`src/hw/rtl/btnpc_pkg.sv`:
```
// Shared types and constants for the button press classifier.
`default_nettype none

package btnpc_pkg;

  // Configuration data width (the widest register).
  localparam int unsigned CFG_DATA_W = 16;
  localparam int unsigned CFG_IDX_W  = 3;

  // Configuration register indexes.
  localparam logic [CFG_IDX_W-1:0] REG_IDLE_LEVEL     = 3'd0;
  localparam logic [CFG_IDX_W-1:0] REG_DEBOUNCE       = 3'd1;
  localparam logic [CFG_IDX_W-1:0] REG_SHORT_MIN      = 3'd2;
  localparam logic [CFG_IDX_W-1:0] REG_SHORT_LIMIT    = 3'd3;
  localparam logic [CFG_IDX_W-1:0] REG_LONG_MIN       = 3'd4;
  localparam logic [CFG_IDX_W-1:0] REG_REPEAT_PERIOD  = 3'd5;
  localparam logic [CFG_IDX_W-1:0] REG_REPEAT_TIMEOUT = 3'd6;

  // Input operation codes.
  localparam logic OP_EDGE = 1'b0;
  localparam logic OP_TICK = 1'b1;

  typedef enum logic [1:0] {
    ST_NONE   = 2'd0,
    ST_SHORT  = 2'd1,
    ST_LONG   = 2'd2,
    ST_REPEAT = 2'd3
  } status_t;

  typedef enum logic [1:0] {
    EV_SHORT  = 2'd0,
    EV_LONG   = 2'd1,
    EV_REPEAT = 2'd2
  } event_kind_t;

  typedef struct packed {
    logic                  idle_level;
    logic [CFG_DATA_W-1:0] debounce_ms;
    logic [CFG_DATA_W-1:0] short_min_ms;
    logic [CFG_DATA_W-1:0] short_limit_ms;
    logic [CFG_DATA_W-1:0] long_min_ms;
    logic [CFG_DATA_W-1:0] repeat_period_ms;
    logic [CFG_DATA_W-1:0] repeat_timeout_ms;
  } cfg_t;

  // Press tracking state apart from the event timestamp.
  typedef struct packed {
    status_t status;
    logic    wait_release;
  } ctrl_t;

endpackage

`default_nettype wire

```
`src/hw/rtl/btnpc_step.sv`:
```
// Combinational press classification for one registered word.
`default_nettype none

module btnpc_step #(
  parameter int unsigned TIME_BITS = 32
) (
  input  wire logic                 operation,
  input  wire logic [31:0]          now_ms,
  input  wire logic                 pin_level,
  input  wire btnpc_pkg::cfg_t      cfg,
  input  wire btnpc_pkg::ctrl_t     ctrl,
  input  wire logic [TIME_BITS-1:0] last_event_ms,
  output btnpc_pkg::ctrl_t          ctrl_next,
  output logic [TIME_BITS-1:0]      last_event_ms_next,
  output logic                      event_valid,
  output btnpc_pkg::event_kind_t    event_kind
);
  import btnpc_pkg::*;

  localparam int unsigned NOW_W = (TIME_BITS < 32) ? TIME_BITS : 32;

  logic [TIME_BITS-1:0] now_t;
  logic [TIME_BITS-1:0] elapsed;
  logic [TIME_BITS-1:0] debounce_t;
  logic [TIME_BITS-1:0] short_min_t;
  logic [TIME_BITS-1:0] short_limit_t;
  logic [TIME_BITS-1:0] long_min_t;
  logic [TIME_BITS-1:0] period_t;
  logic [TIME_BITS-1:0] timeout_t;

  assign now_t         = TIME_BITS'(now_ms[NOW_W-1:0]);
  assign elapsed       = now_t - last_event_ms;
  assign debounce_t    = TIME_BITS'(cfg.debounce_ms);
  assign short_min_t   = TIME_BITS'(cfg.short_min_ms);
  assign short_limit_t = TIME_BITS'(cfg.short_limit_ms);
  assign long_min_t    = TIME_BITS'(cfg.long_min_ms);
  assign period_t      = TIME_BITS'(cfg.repeat_period_ms);
  assign timeout_t     = TIME_BITS'(cfg.repeat_timeout_ms);

  always_comb begin
    ctrl_next          = ctrl;
    last_event_ms_next = last_event_ms;
    event_valid        = 1'b0;
    event_kind         = EV_SHORT;
    if (operation == OP_EDGE) begin
      if (ctrl.wait_release) begin
        ctrl_next.wait_release = 1'b0;
        last_event_ms_next     = now_t;
        if (elapsed >= short_min_t && elapsed < short_limit_t &&
            ctrl.status == ST_NONE) begin
          ctrl_next.status = ST_SHORT;
          event_valid      = 1'b1;
          event_kind       = EV_SHORT;
        end else begin
          ctrl_next.status = ST_NONE;
        end
      end else if (elapsed >= debounce_t) begin
        ctrl_next.wait_release = 1'b1;
        ctrl_next.status       = ST_NONE;
        last_event_ms_next     = now_t;
      end
    end else if (pin_level == cfg.idle_level) begin
      ctrl_next.wait_release = 1'b0;
    end else if (ctrl.wait_release) begin
      if (elapsed >= long_min_t && elapsed < timeout_t) begin
        ctrl_next.status       = ST_LONG;
        ctrl_next.wait_release = 1'b0;
        last_event_ms_next     = now_t;
        event_valid            = 1'b1;
        event_kind             = EV_LONG;
      end
    end else if (ctrl.status == ST_LONG || ctrl.status == ST_REPEAT) begin
      if (elapsed >= timeout_t) begin
        ctrl_next.status = ST_NONE;
      end else if (elapsed >= period_t) begin
        ctrl_next.status   = ST_REPEAT;
        last_event_ms_next = now_t;
        event_valid        = 1'b1;
        event_kind         = EV_REPEAT;
      end
    end
  end

endmodule

`default_nettype wire

```
`src/hw/rtl/button_press_classifier_core.sv`:
```
// Top level of the button press classifier: input stage, state and result stage.
// A word accepted into the input stage moves to the result register when that stage
// can take it. Throughput: one word per cycle while the receiver does not stall; the
// press state commits with the result register.
// Reset (rst, synchronous, active high) empties both stages, clears the press
// state and timestamp, and loads the configuration registers' default values.
`default_nettype none

module button_press_classifier_core #(
  parameter int unsigned TIME_BITS = 32
) (
  input  wire logic                               clk,
  input  wire logic                               rst,
  // Configuration write port.
  input  wire logic                               cfg_write,
  input  wire logic [btnpc_pkg::CFG_IDX_W-1:0]    cfg_index,
  input  wire logic [btnpc_pkg::CFG_DATA_W-1:0]   cfg_data,
  // Input channel.
  input  wire logic                               item_valid,
  output logic                                    item_stall,
  input  wire logic                               operation,
  input  wire logic [31:0]                        now_ms,
  input  wire logic                               pin_level,
  // Result channel.
  output logic                                    result_valid,
  input  wire logic                               result_stall,
  output logic                                    event_valid,
  output logic [1:0]                              event_kind,
  output logic                                    armed_release,
  output logic [1:0]                              press_status
);
  import btnpc_pkg::*;

  // Configuration registers. The user must write them only while no word is in flight; the block does not enforce this.
  cfg_t cfg;

  always_ff @(posedge clk) begin
    if (rst) begin
      cfg.idle_level        <= 1'b1;
      cfg.debounce_ms       <= CFG_DATA_W'(10);
      cfg.short_min_ms      <= CFG_DATA_W'(50);
      cfg.short_limit_ms    <= CFG_DATA_W'(300);
      cfg.long_min_ms       <= CFG_DATA_W'(500);
      cfg.repeat_period_ms  <= CFG_DATA_W'(100);
      cfg.repeat_timeout_ms <= CFG_DATA_W'(1000);
    end else if (cfg_write) begin
      unique case (cfg_index)
        REG_IDLE_LEVEL:     cfg.idle_level        <= cfg_data[0];
        REG_DEBOUNCE:       cfg.debounce_ms       <= cfg_data;
        REG_SHORT_MIN:      cfg.short_min_ms      <= cfg_data;
        REG_SHORT_LIMIT:    cfg.short_limit_ms    <= cfg_data;
        REG_LONG_MIN:       cfg.long_min_ms       <= cfg_data;
        REG_REPEAT_PERIOD:  cfg.repeat_period_ms  <= cfg_data;
        REG_REPEAT_TIMEOUT: cfg.repeat_timeout_ms <= cfg_data;
        default: ;
      endcase
    end
  end

  // Input stage. It holds one word until the result stage can take it.
  logic        in_full;
  logic        in_operation;
  logic [31:0] in_now_ms;
  logic        in_pin_level;

  // The result stage loads from a full input stage whenever it is empty or its word leaves this cycle.
  logic advance;
  assign advance    = in_full && (!result_valid || !result_stall);
  assign item_stall = in_full && !advance;

  always_ff @(posedge clk) begin
    if (rst) begin
      in_full <= 1'b0;
    end else if (!item_stall) begin
      in_full <= item_valid;
    end
  end

  always_ff @(posedge clk) begin
    if (item_valid && !item_stall) begin
      in_operation <= operation;
      in_now_ms    <= now_ms;
      in_pin_level <= pin_level;
    end
  end

  // Press state: status, armed edge and time of the last event.
  ctrl_t                ctrl;
  ctrl_t                ctrl_next;
  logic [TIME_BITS-1:0] last_event_ms;
  logic [TIME_BITS-1:0] last_event_ms_next;
  logic                 ev_valid_next;
  event_kind_t          ev_kind_next;

  btnpc_step #(
    .TIME_BITS(TIME_BITS)
  ) u_step (
    .operation          (in_operation),
    .now_ms             (in_now_ms),
    .pin_level          (in_pin_level),
    .cfg                (cfg),
    .ctrl               (ctrl),
    .last_event_ms      (last_event_ms),
    .ctrl_next          (ctrl_next),
    .last_event_ms_next (last_event_ms_next),
    .event_valid        (ev_valid_next),
    .event_kind         (ev_kind_next)
  );

  // The state commits in the same edge that the result word is loaded, so
  // each word is classified exactly once.
  always_ff @(posedge clk) begin
    if (rst) begin
      ctrl.status       <= ST_NONE;
      ctrl.wait_release <= 1'b0;
      last_event_ms     <= '0;
    end else if (advance) begin
      ctrl          <= ctrl_next;
      last_event_ms <= last_event_ms_next;
    end
  end

  // Result stage.
  always_ff @(posedge clk) begin
    if (rst) begin
      result_valid <= 1'b0;
    end else if (advance) begin
      result_valid <= 1'b1;
    end else if (!result_stall) begin
      result_valid <= 1'b0;
    end
  end

  always_ff @(posedge clk) begin
    if (advance) begin
      event_valid   <= ev_valid_next;
      event_kind    <= ev_kind_next;
      armed_release <= ctrl_next.wait_release;
      press_status  <= ctrl_next.status;
    end
  end

endmodule

`default_nettype wire
```
`config.mk`:
```
export PLATFORM = sky130hd
export DESIGN_NAME = button_press_classifier_core
export DESIGN_NICKNAME = d
export VERILOG_FILES = /design/src/hw/rtl/btnpc_pkg.sv /design/src/hw/rtl/btnpc_step.sv /design/src/hw/rtl/button_press_classifier_core.sv
export SDC_FILE = /design/constraint.sdc
export NUM_CORES = 1
export LEC_CHECK = 0
export BUFFER_PORTS_ARGS = -buffer_cell sky130_fd_sc_hd__buf_2
export CAP_MARGIN = 40
export CORE_UTILIZATION = 60
export DETAILED_ROUTE_END_ITERATION = 6
export PLACE_DENSITY_LB_ADDON = 0.12
export SETUP_SLACK_MARGIN = 0.1
export SYNTH_ARGS = -nofsm -noshare
export SYNTH_HDL_FRONTEND = slang
export SYNTH_HIERARCHICAL = 1
export SYNTH_SLANG_ARGS = --single-unit
```
`constraint.sdc`:
```
create_clock -name clk -period 6.93 [get_ports clk]
set_input_delay 2.079 -clock clk [delete_from_list [all_inputs] [get_ports clk]]
set_output_delay 2.079 -clock clk [all_outputs]
set_load 0.02 [all_outputs]
```
### Word level (Yosys, flattened, before mapping)

Cells that the tools add are included.

* output and inout bits: 8
* word-level logic and storage cells: 104
* bits of input ports: 58
* register bits after elaboration: 174

* eq/ne operators: 15
* bitwise logic cells: 1
* add/sub/neg operators: 1
* mux-type cells: 37
* reduce and logical (&&, ||, !) cells: 24
* $lt $le $gt $ge: 7

Operators by type and width (number)
* $mux W32: 9
* $ge A32 B16 Y1: 5
* $lt A32 B16 Y1: 2
* $sub A32 B32 Y32: 1
* $mux W2: 9
* $mux W1: 15
* $reduce_and A2 Y1: 7
* $mux W3: 4
* $eq A3 B3 Y1 const B: 3
* $reduce_and A7 Y1: 1
* $eq A3 B2 Y1 const B: 2
* $logic_and A1 B1 Y1: 6
* $ne A3 B1 Y1 const B: 2
* $eq A2 B2 Y1 const B: 2
* $logic_not A1 Y1: 4
* $eq A3 B1 Y1 const B: 1
* $logic_not A3 Y1: 1
* $ne A3 B2 Y1 const B: 1
* $ne A3 B3 Y1 const B: 1
* $reduce_bool A3 Y1: 1
* $logic_not A2 Y1: 1
* $logic_or A1 B1 Y1: 2
* $ne A2 B1 Y1 const B: 1
* $ne A2 B2 Y1 const B: 1
* other kinds (3): 3

### Logic depth before layout (Yosys ltp)

Gate-level depths: netlist of run 1.

* word-level depth: 8
* depth in mapped cells: 25
* gate-level depth less buffers: 23

### By module

The synthesis of run 1 kept the hierarchy.

Modules (own cells, without submodules)
* button_press_classifier_core: times used 1, area each 6760.2 um^2, seq. area each 3883.7 um^2, cells each 558
* btnpc_step: times used 1, area each 5720.5 um^2, seq. area each 0.0 um^2, cells each 811

### Worst setup path after synthesis of run 1

Ideal clock, no wire load.

* kind: register to register
* from: register in_now_ms[0]
* to: register last_event_ms[23]
* clock period less this slack: 4.976 ns
* path buffers: 2
* arrival: 4.853 ns
* setup time: 0.123 ns
* stages on the path, launching flop included: 26
* slack: 1.954 ns
* required time: 6.807 ns
* path through: edfxtp_1 inv_1 ha_1 fa_1 nand2b_1 a21oi_1 nor2_1 o21ai_0 a21o_1 a21oi_1 xnor2_1 ha_1 nand4_1 nor2_1 a211oi_1 o21ai_0 a2111oi_0 a32oi_1 and3b_1 buf_1 clkbuf_1 a221oi_1 a21oi_1 a221o_1 nand2b_1 mux2i_1

* cells in the longest elaborated chain, start to end: 5
* elaborated cells on any way between the ends: 12
* those cells by class: 1 x add/sub; 5 x order compare; 3 x eq/ne; 3 x reduce/logical

Ends and longest elaborated chain
* from (decl): RTL line button_press_classifier_core.sv:63 `logic [31:0] in_now_ms;`
* from (signal assigned): RTL line button_press_classifier_core.sv:82 `in_now_ms <= now_ms;`
* $sub A32 B32 Y32 (*): RTL line btnpc_step.sv:32 `assign elapsed = now_t - last_event_ms;`
* $ge A32 B16 Y1 / $lt A32 B16 Y1 (equally long branches): RTL line btnpc_step.sv:65 `if (elapsed >= long_min_t && elapsed < timeout_t) begin`
* $logic_and A1 B1 Y1: RTL line btnpc_step.sv:65
* $ne A3 B2 Y1 (no line)
* $reduce_and A7 Y1 (no line) (*)
* to (signal assigned): RTL line button_press_classifier_core.sv:119 `last_event_ms <= last_event_ms_next;`
* to (decl): RTL line button_press_classifier_core.sv:90 `logic [TIME_BITS-1:0] last_event_ms;`

Mark *: on every way between the ends. The rest lies on a longest branch, timed or not.
A chain may end at the register's enable or synchronous reset.

### Worst setup path in the final report of run 1

* from: register in_now_ms[0]
* to: register last_event_ms[10]

Same word-level chain as after synthesis.

==> reports/qor.yml, run 1 <==
timing:
  hold_ws_ps: 474
  slew_viol_final: 0
  fin_skew_ps: 12.9
  hold_viol: 0
  setup-tns-final_ps: 0
  period_needed_ps: 5620
  setup_viol: 0
  slew_headroom: 0.477
  max_clock_freq_mhz: 178
  worstMarginPinSlew_ps: 779
  finalCritPeriodShare: 0.811
  rsz0062_at_grt: "false"
pwr:
  ir_drop_v: 0.000145
  netSwitchingPower_mw: 0.964
  swShare: 0.330
  p_int_mw: 1.95
  pwr_density_cell_mw_per_mm2: 216
  power_frac_seq: 0.383
  power_mw: 2.92
  p_comb_frac: 0.288
  clkPwrFrac: 0.329
  p_leak_nw: 5.93
drt:
  firstDrtPassIters: 5
  ant_nets: 0
  avgViaCountPerCell: 5.94
  wl_met3_um: 1210
  highest_layer: "met4"
  wl_met1_um: 14200
  drtIter0Drc: 628
  met2WireLength_um: 13400
  wl_um: 29200
  wire_per_inst_um: 17.4
  vias: 9972
  drc: 0
outcome:
  status: "complete, no violations"
critical_path:
  path_class: "register to register"
  crit_required_ps: 7230
  critPathMaxFanout: 32
  critPathArrivalTime_ps: 5920
  startpoint_type: "register"
  end_kind: "register"
logic_synthesis:
  synthArstFlopShare: 0
  synth_area_per_cell_um2: 9.12
  synth_ff_type: "dfxtp_1"
  synth_area_mm2: 0.0125
  ys_types: 70
  synth.ff_latch_count: 174
  synth_nets: 1554
  synth-warning-count: 6
  seq_area_frac_synth: 0.311
  synth_edf_count: 40
  syn_inst: 1369
worst_hold_path:
  hp-class: "register to register"
clock_tree:
  cts_setup_buffers: 0
  cts_root_buf: "clkbuf_16"
  ctsHoldBuffers: 0
  tritoncts: "yes"
  cts.path.max_buffers: 2
  clk_pin_slew_ps: 70
  clk_latency_ps: 440
  cts_buffers: 17
  cts-resized-gates: 0
  cts.sinks: 174
  htreeDepth: 4
finish:
  syn_to_final_growth_pct: 8.02
  antenna_cells: 0
  final_util: 0.664
  final_cells: 1679
  drive_gt1_frac: 0.0937
  regArea_mm2: 0.00388
  n_fill_cell: 1735
  fin_nets: 1581
  multi_input_area_mm2: 0.00770
placement:
  dp_hpwl_um: 20500
  gp_congestion: 0.910
  port-buffer-count: 65
  dp.cells: 1647
die:
  die_y_um: 146
  ios: 66
  die_w_um: 146
  rows: 52
  start_util: 0.615
  core-area_mm2: 0.0203
  dieArea_mm2: 0.0214
grt:
  grt_pass1_vias: 9582
  grt_max_degree: 93
  grt_pass1_wl_um: 48300
  antenna_found_initial: 0
  gr-total-overflow: 0
  track_usage: 0.280
flow_run:
  cap_violations: 0
-- registers in the layout (all words and copies together), names as in the netlist --
register and cells:
cfg 97, in_now_ms 32, event_valid 1, press_status 2, ctrl 3, event_kind 2, in_operation 1, in_full 1
armed_release 1, last_event_ms 32, in_pin_level 1, result_valid 1
-- worst max-delay path, stage by stage (launching register included) --
cell	delay (ps)
edfxtp_1	390
inv_1	60
ha_1	230
fa_1	420
nand2b_1	190
a21oi_1	240
nor2_1	120
o21ai_0	300
a21o_1	170
a21oi_1	70
xnor2_1	140
buf_4	170
ha_1	180
a21o_1	150
a21o_1	170
a211oi_1	210
o21ai_0	150
a2111oi_0	560
a32oi_1	230
and3b_1	210
buf_4	240
a221oi_1	350
a21oi_1	70
a221o_1	300
nand2b_1	80
mux2i_1	60
-- through the flow --
stage	setup slack (ps)	instance area (um^2)
2_1_floorplan	1950	12500
3_3_place_gp	1460	12900
3_5_place_dp	1360	12900
4_1_cts	1300	13500
5_1_grt	860	13500
6_report	1310	13500
-- power by group through the flow --
stage               Sequential [mW]  Combinational (mW)  Clock (mW)
floorplan                      1.13               0.619           0
global placement               1.14               0.800           0
detailed placement             1.14               0.821           0
CTS                            1.12               0.833       0.973
global route                   1.12               0.940        1.02
finish                         1.12               0.840       0.959
-- cell usage in the layout, fill, tap and decap left out, drive strengths merged, types with 13 or more instances in the layout --
cell type / n
a221o: 32
a21o: 38
nor3: 14
clkbuf: 19
a21oi: 84
o21ai: 45
nand4: 15
nand3: 13
nor2: 69
ha: 126
inv: 137
dfxtp: 134
buf: 84
mux2i: 167
nand2b: 168
nand2: 35
a221oi: 32
edfxtp: 40
-- cells in the mapped netlist, types with 9 or more instances --
cell type  instances  area (um^2)
nor2_1            69          259
nand2_1           35          131
clkbuf_1          40          150
a221oi_1          32          280
a221o_1           32          320
a211oi_1          11         82.6
buf_4              9         67.6
dfxtp_1          134         2680
xor2_1            10         87.6
edfxtp_1          40         1200
nor2b_1           10         62.6
a21oi_1           84          420
nor3_1            14         70.1
nand3_1           13         65.1
nand2b_1         168         1050
mux2i_1          167         1670
o21ai_0           45          225
a21o_1            38          285
buf_2             12         60.1
xnor2_1           11         96.3
inv_1            131          492
nand4_1           15         93.8
buf_6             12          135
o21a_1            12         90.1
ha_1             126         1580
-- area by class of cell --
cell class	count	share of cell area
multi-input combinational	988	0.571
inverter	131	0.0365
clock inverter	13	0.00956
tap	270	0.0251
clock buffer	19	0.0331
timing repair buffer	84	0.0367
sequential	174	0.288
-- metal layers --
layer | track usage | vias up
met5 | 0 | -
met4 | 0.0656 | 0
met3 | 0.0406 | 28
met2 | 0.451 | 222
met1 | 0.394 | 4753
li1 | - | 4969
-- kinds of logic (layout without fill, tap and decap cells) --
group	count (synthesis)	in the layout	synth area share
adder cells (fa/ha/maj)	127	127	0.128
flip-flops	174	174	0.311
XOR/XNOR	21	21	0.0147
AO/OA/AOI/OAI	309	309	0.172
buffers and inverters	207	247	0.0747
AND/OR/NAND/NOR	364	364	0.165
multiplexers	167	167	0.134
-- final timing paths --
| check | from | end | slack, ps | cells past startpoint |
|---|---|---|---|---|
| hold / removal | cfg[67] | cfg[67] | 470 | 2 |
| hold reg to reg | cfg[67] | cfg[67] | 470 | 2 |
| setup / recovery | in_now_ms[0] | last_event_ms[10] | 1310 | 25 |
| setup reg to reg | in_now_ms[0] | last_event_ms[10] | 1310 | 25 |
Power figures use the tool's default switching activity.
==> run 2: changes to the inputs <==
ABC_AREA = 1   (was not set)
clock period = 5.5 ns   (was 6.93 ns; I/O delays follow)
==> reports/qor.yml, run 2 <==
finish:
  n_fill_cell: 1923
  final_common_cell: "nand2_1"
  drive_gt1_frac: 0.0846
  antenna_cells: 0
  largest_reg_flops: 97
  syn_to_final_growth_pct: 8.31
  fin_nets: 2170
  final_cell_mix: "nand2_1 (483), inv_1 (323), nor2_1 (271)"
  biggestRegsByFlops: "cfg (97), in_now_ms (32), last_event_ms (32)"
  regMostFlops: "cfg"
  final_cells: 2268
die:
  ios: 66
  die_y_um: 148
  core-area_mm2: 0.0205
  rows: 52
  start_util: 0.621
  die_w_um: 148
  dieArea_mm2: 0.0218
clock_tree:
  cts.path.max_buffers: 2
  cts-resized-gates: 0
  htreeDepth: 4
  cts_setup_buffers: 0
  cts_root_buf: "clkbuf_16"
  clk_pin_slew_ps: 80
  tritoncts: "yes"
  ctsHoldBuffers: 0
  clk_latency_ps: 450
  cts.sinks: 174
  cts_buffers: 17
critical_path:
  critPathArrivalTime_ps: 5190
  crit_path_frequent_cell: "nand3_1"
  end_kind: "register"
  slowest_stage: "xor2_1"
  max_stage_delay_ps: 730
  critPathMaxFanout: 19
  startpoint_type: "register"
  crit_required_ps: 5820
  path_class: "register to register"
logic_synthesis:
  synth_edf_count: 40
  synth_area_mm2: 0.0127
  yosys.area.top_type_share: 0.211
  netlist_top_cells_area: "dfxtp_1 (21%), nand2_1 (14%), ha_1 (12%), inv_1 (9.6%), edfxtp_1 (9.4%)"
  ys_types: 44
  synth_ff_type: "dfxtp_1"
  seq_area_frac_synth: 0.305
  synthArstFlopShare: 0
  synth_area_per_cell_um2: 6.54
  synth.ff_latch_count: 174
  synth_nets: 2130
  synth-warning-count: 6
  post-synth-top-count-cell: "nand2_1"
  synth_commonest_cells: "nand2_1 (483), inv_1 (324), nor2_1 (271)"
  syn_inst: 1945
  synth.largest_area_cell: "dfxtp_1"
placement:
  dp.cells: 2236
  dp_hpwl_um: 25100
  dp_slack_ps: 811
  port-buffer-count: 65
  gp_congestion: 0.940
timing:
  worstMarginPinSlew_ps: 959
  max_clock_freq_mhz: 206
  fin_skew_ps: 24.8
  period_needed_ps: 4870
  setup-tns-final_ps: 0
  finalCritPeriodShare: 0.885
  hold_viol: 0
  setup_viol: 0
  setup_ws_ps: 635
  rsz0062_at_grt: "false"
  slew_viol_final: 0
  slew_headroom: 0.358
drt:
  avgViaCountPerCell: 5.44
  drtIter0Drc: 1029
  ant_nets: 0
  firstDrtPassIters: 5
  wl_um: 34800
  wire_per_inst_um: 15.4
  vias: 12300
  drc: 0
grt:
  track_usage: 0.330
  gr-total-overflow: 0
  grt_pass1_vias: 11500
  antenna_found_initial: 1
  grt_max_degree: 54
  grt_pass1_wl_um: 57100
pwr:
  netSwitchingPower_mw: 1.40
  swShare: 0.362
  p_comb_frac: 0.303
  clkPwrFrac: 0.334
  p_int_mw: 2.47
  power_frac_seq: 0.363
  p_leak_nw: 7.13
  ir_drop_v: 0.000300
  pwr_density_cell_mw_per_mm2: 281
outcome:
  status: "complete, no violations"
flow_run:
  cap_violations: 0
worst_hold_path:
  hp-class: "register to register"
==> run 2: cell count changes in the layout (fill, tap and decap cells not counted), moves of 10 or more <==
cell / change
nand3_1: +190
a21o_1: -36
mux2i_1: -167
nand2b_1: -168
nor2_1: +203
a221oi_1: -32
inv_1: +192
nand2_1: +448
o21ai_1: +15
a21oi_1: +10
o21a_1: -11
a221o_1: -32
nand2_2: +16
o21ai_0: +18
==> run 2: power groups by stage <==
stage	clock (mW)	sequential (mW)	combinational, mW
after CTS	1.31	1.41	1.15
after global routing	1.35	1.41	1.33
after global placement	0	1.44	1.10
final	1.30	1.41	1.17
after detailed placement	0	1.43	1.14
after floorplan	0	1.43	0.819
==> run 2: layout make-up <==
| class | instances | area, um^2 | share of cell area |
|---|---|---|---|
| clock inverter | 13 | 160 | 0.0116 |
| clock buffer | 19 | 464 | 0.0337 |
| timing repair buffer | 85 | 483 | 0.0351 |
| sequential | 174 | 3880 | 0.282 |
| multi-input combinational | 1374 | 7200 | 0.522 |
| inverter | 333 | 1250 | 0.0908 |
| tap | 270 | 338 | 0.0245 |
==> run 2: metal layers <==
metal / vias up / wire, um / track usage
met2: 484 / 15000 / 0.517
met5: - / 11 / 0
met3: 63 / 2880 / 0.0617
met1: 5572 / 16200 / 0.458
met4: 2 / 777 / 0.109
li1: 6220 / - / -
==> run 2: final timing paths <==
path                startpoint                 to  slack, ps  depth (start not counted)
hold reg to reg         cfg[3]             cfg[3]        460                          2
hold / removal          cfg[3]             cfg[3]        460                          2
setup / recovery  in_now_ms[0]  last_event_ms[17]        630                         25
setup reg to reg  in_now_ms[0]  last_event_ms[17]        630                         25
==> run 2: through the flow <==
stage          instance area [um^2]   util  hold WS (ps)  power (mW)
2_1_floorplan                 12700      -           429        2.25
3_3_place_gp                  13100  0.641           440        2.54
3_5_place_dp                  13200  0.642           444        2.58
4_1_cts                       13800  0.672           463        3.87
5_1_grt                       13800  0.672           489        4.09
6_report                      13800  0.672           461        3.88
==> run 2: kinds of logic (layout without fill, tap and decap cells) <==
group | count (synthesis) | count (layout) | share of synthesized area
and+or+nand+nor | 1030 | 1030 | 0.344
buffers and inverters | 397 | 450 | 0.129
AOI/OAI and AO/OA | 201 | 201 | 0.0850
DFF | 174 | 174 | 0.305
adders and majority gates | 127 | 127 | 0.126
xor gates and xnor gates | 16 | 16 | 0.0110
==> run 2: critical path, delay by kind of cell, from the launching register on <==
family | cells | cell delay, ps
compound gates | 3 | 560
xor+xnor | 1 | 730
flops | 1 | 390
buf+inv | 3 | 450
fa+ha+maj | 3 | 1030
simple gates | 15 | 1540
==> run 3: changes to the inputs <==
CORE_UTILIZATION = 50   (was 60)
==> reports/qor.yml, run 3 (synthesized netlist as in run 2, its figures left out) <==
critical_path:
  cp_top_family: "simple AND/OR/NAND/NOR gates"
  startpoint_type: "register"
  reg2reg_from: "in_now_ms[3]"
  path_class: "register to register"
  slowest_stage: "ha_1"
  critPathMaxFanout: 49
  crit_buf_inv: 2
  r2r_slack_ps: 890
  reg2reg_depth: 22
  r2r-end: "last_event_ms[24]"
  crit_path_frequent_cell: "nand2_1"
  cp_cell_sequence: "ha_1, nand2_1, nor2_1, nand2_1, nand2_1, xor2_1, buf_4, ha_1, and3_1, nand3_1, o2111ai_1, nand2_1, a21oi_1, nor3_1, nand2_2, nor2_4, buf_12, a21oi_1, o21ai_0, nand2_1, o21ai_0, nor2_1"
  critPathArrivalTime_ps: 4940
  max_stage_delay_ps: 440
  crit_required_ps: 5830
  end_kind: "register"
placement:
  dp_hpwl_um: 25600
  gp_congestion: 0.937
  port-buffer-count: 65
  dp_slack_ps: 992
  dp.cells: 2305
timing:
  slew_headroom: 0.503
  fin_skew_ps: 15.4
  finalCritPeriodShare: 0.838
  setup_ws_ps: 892
  period_needed_ps: 4610
  hold_viol: 0
  hold_ws_ps: 463
  setup-tns-final_ps: 0
  rsz0062_at_grt: "false"
  worstMarginPinSlew_ps: 743
  slew_viol_final: 0
  setup_viol: 0
  max_clock_freq_mhz: 217
drt:
  wl_met3_um: 2060
  highest_layer: "met4"
  wl_um: 35200
  vias: 12100
  met2WireLength_um: 15100
  ant_nets: 0
  wire_per_inst_um: 15.1
  firstDrtPassIters: 5
  avgViaCountPerCell: 5.16
  drc: 0
  wl_met1_um: 17500
  drtIter0Drc: 1026
worst_hold_path:
  hp-class: "register to register"
  holdPathEnd: "cfg[56]"
  hold_depth: 2
  hp-start: "cfg[56]"
die:
  ios: 66
  core-area_mm2: 0.0250
  rows: 58
  dieArea_mm2: 0.0261
  die_w_um: 161
  die_y_um: 161
  start_util: 0.508
clock_tree:
  tritoncts: "yes"
  cts.sinks: 174
  ctsHoldBuffers: 0
  clk_pin_slew_ps: 80
  htreeDepth: 4
  cts_setup_buffers: 0
  cts.path.max_buffers: 2
  cts_buffers: 17
  cts-resized-gates: 0
  cts_root_buf: "clkbuf_16"
  clk_latency_ps: 440
finish:
  regMostFlops: "cfg"
  final_cell_mix: "nand2_1 (483), inv_1 (323), nor2_1 (271)"
  fin_nets: 2179
  largest_reg_flops: 97
  antenna_cells: 0
  final_cells: 2337
  final_common_cell: "nand2_1"
  biggestRegsByFlops: "cfg (97), in_now_ms (32), last_event_ms (32)"
  drive_gt1_frac: 0.0887
  syn_to_final_growth_pct: 9.33
pwr:
  ir_drop_v: 0.000169
  p_leak_nw: 7.16
  pwr_density_cell_mw_per_mm2: 277
outcome:
  status: "complete, no violations"
flow_run:
  cap_violations: 0
grt:
  grt_pass1_vias: 11400
  gr-total-overflow: 0
  antenna_found_initial: 0
  grt_pass1_wl_um: 57900
  track_usage: 0.279
  grt_max_degree: 69
## run 3: through the flow
step	utilization	cell area, um^2	power, mW
floorplan	-	12700	2.25
global placement	0.531	13300	2.59
detailed placement	0.532	13300	2.61
CTS	0.555	13900	3.86
global route	0.555	13900	4.10
finish	0.555	13900	3.86
## run 3: per-layer routing
| layer | GRT usage | vias to the layer above |
|---|---|---|
| met1 | 0.401 | 5461 |
| met5 | 0 | - |
| met4 | 0.0708 | 0 |
| met2 | 0.441 | 346 |
| li1 | - | 6234 |
| met3 | 0.0352 | 29 |
## run 3: cell type report
cell class	instances	area, um^2
Tap cell	330	413
Multi-Input combinational cell	1374	7200
Clock inverter	13	140
Inverter	333	1250
Clock buffer	19	453
Sequential cell	174	3880
Timing Repair Buffer	94	568
Fill cell	2522	11100
## run 3: worst max path at each step
stage | cells past startpoint | startpoint | slack [ps] | to
3_5_place_dp | 22 | in_now_ms[6] | 990 | last_event_ms[24]
3_3_place_gp | 22 | in_now_ms[3] | 1050 | last_event_ms[30]
2_1_floorplan | 25 | in_now_ms[0] | 1830 | last_event_ms[1]
4_1_cts | 22 | in_now_ms[6] | 990 | last_event_ms[24]
5_1_grt | 24 | in_now_ms[3] | 630 | last_event_ms[11]
6_report | 22 | in_now_ms[3] | 890 | last_event_ms[24]
## run 3: worst min-delay path, cell delays in order (launching register included)
cell	delay, ps
dfxtp_1	330
nand2_1	50
nand3_1	50
## run 3: report_power, final
group | switching (mW) | internal (mW)
combinational | 0.768 | 0.430
clock | 0.620 | 0.635
sequential | 0.0372 | 1.37
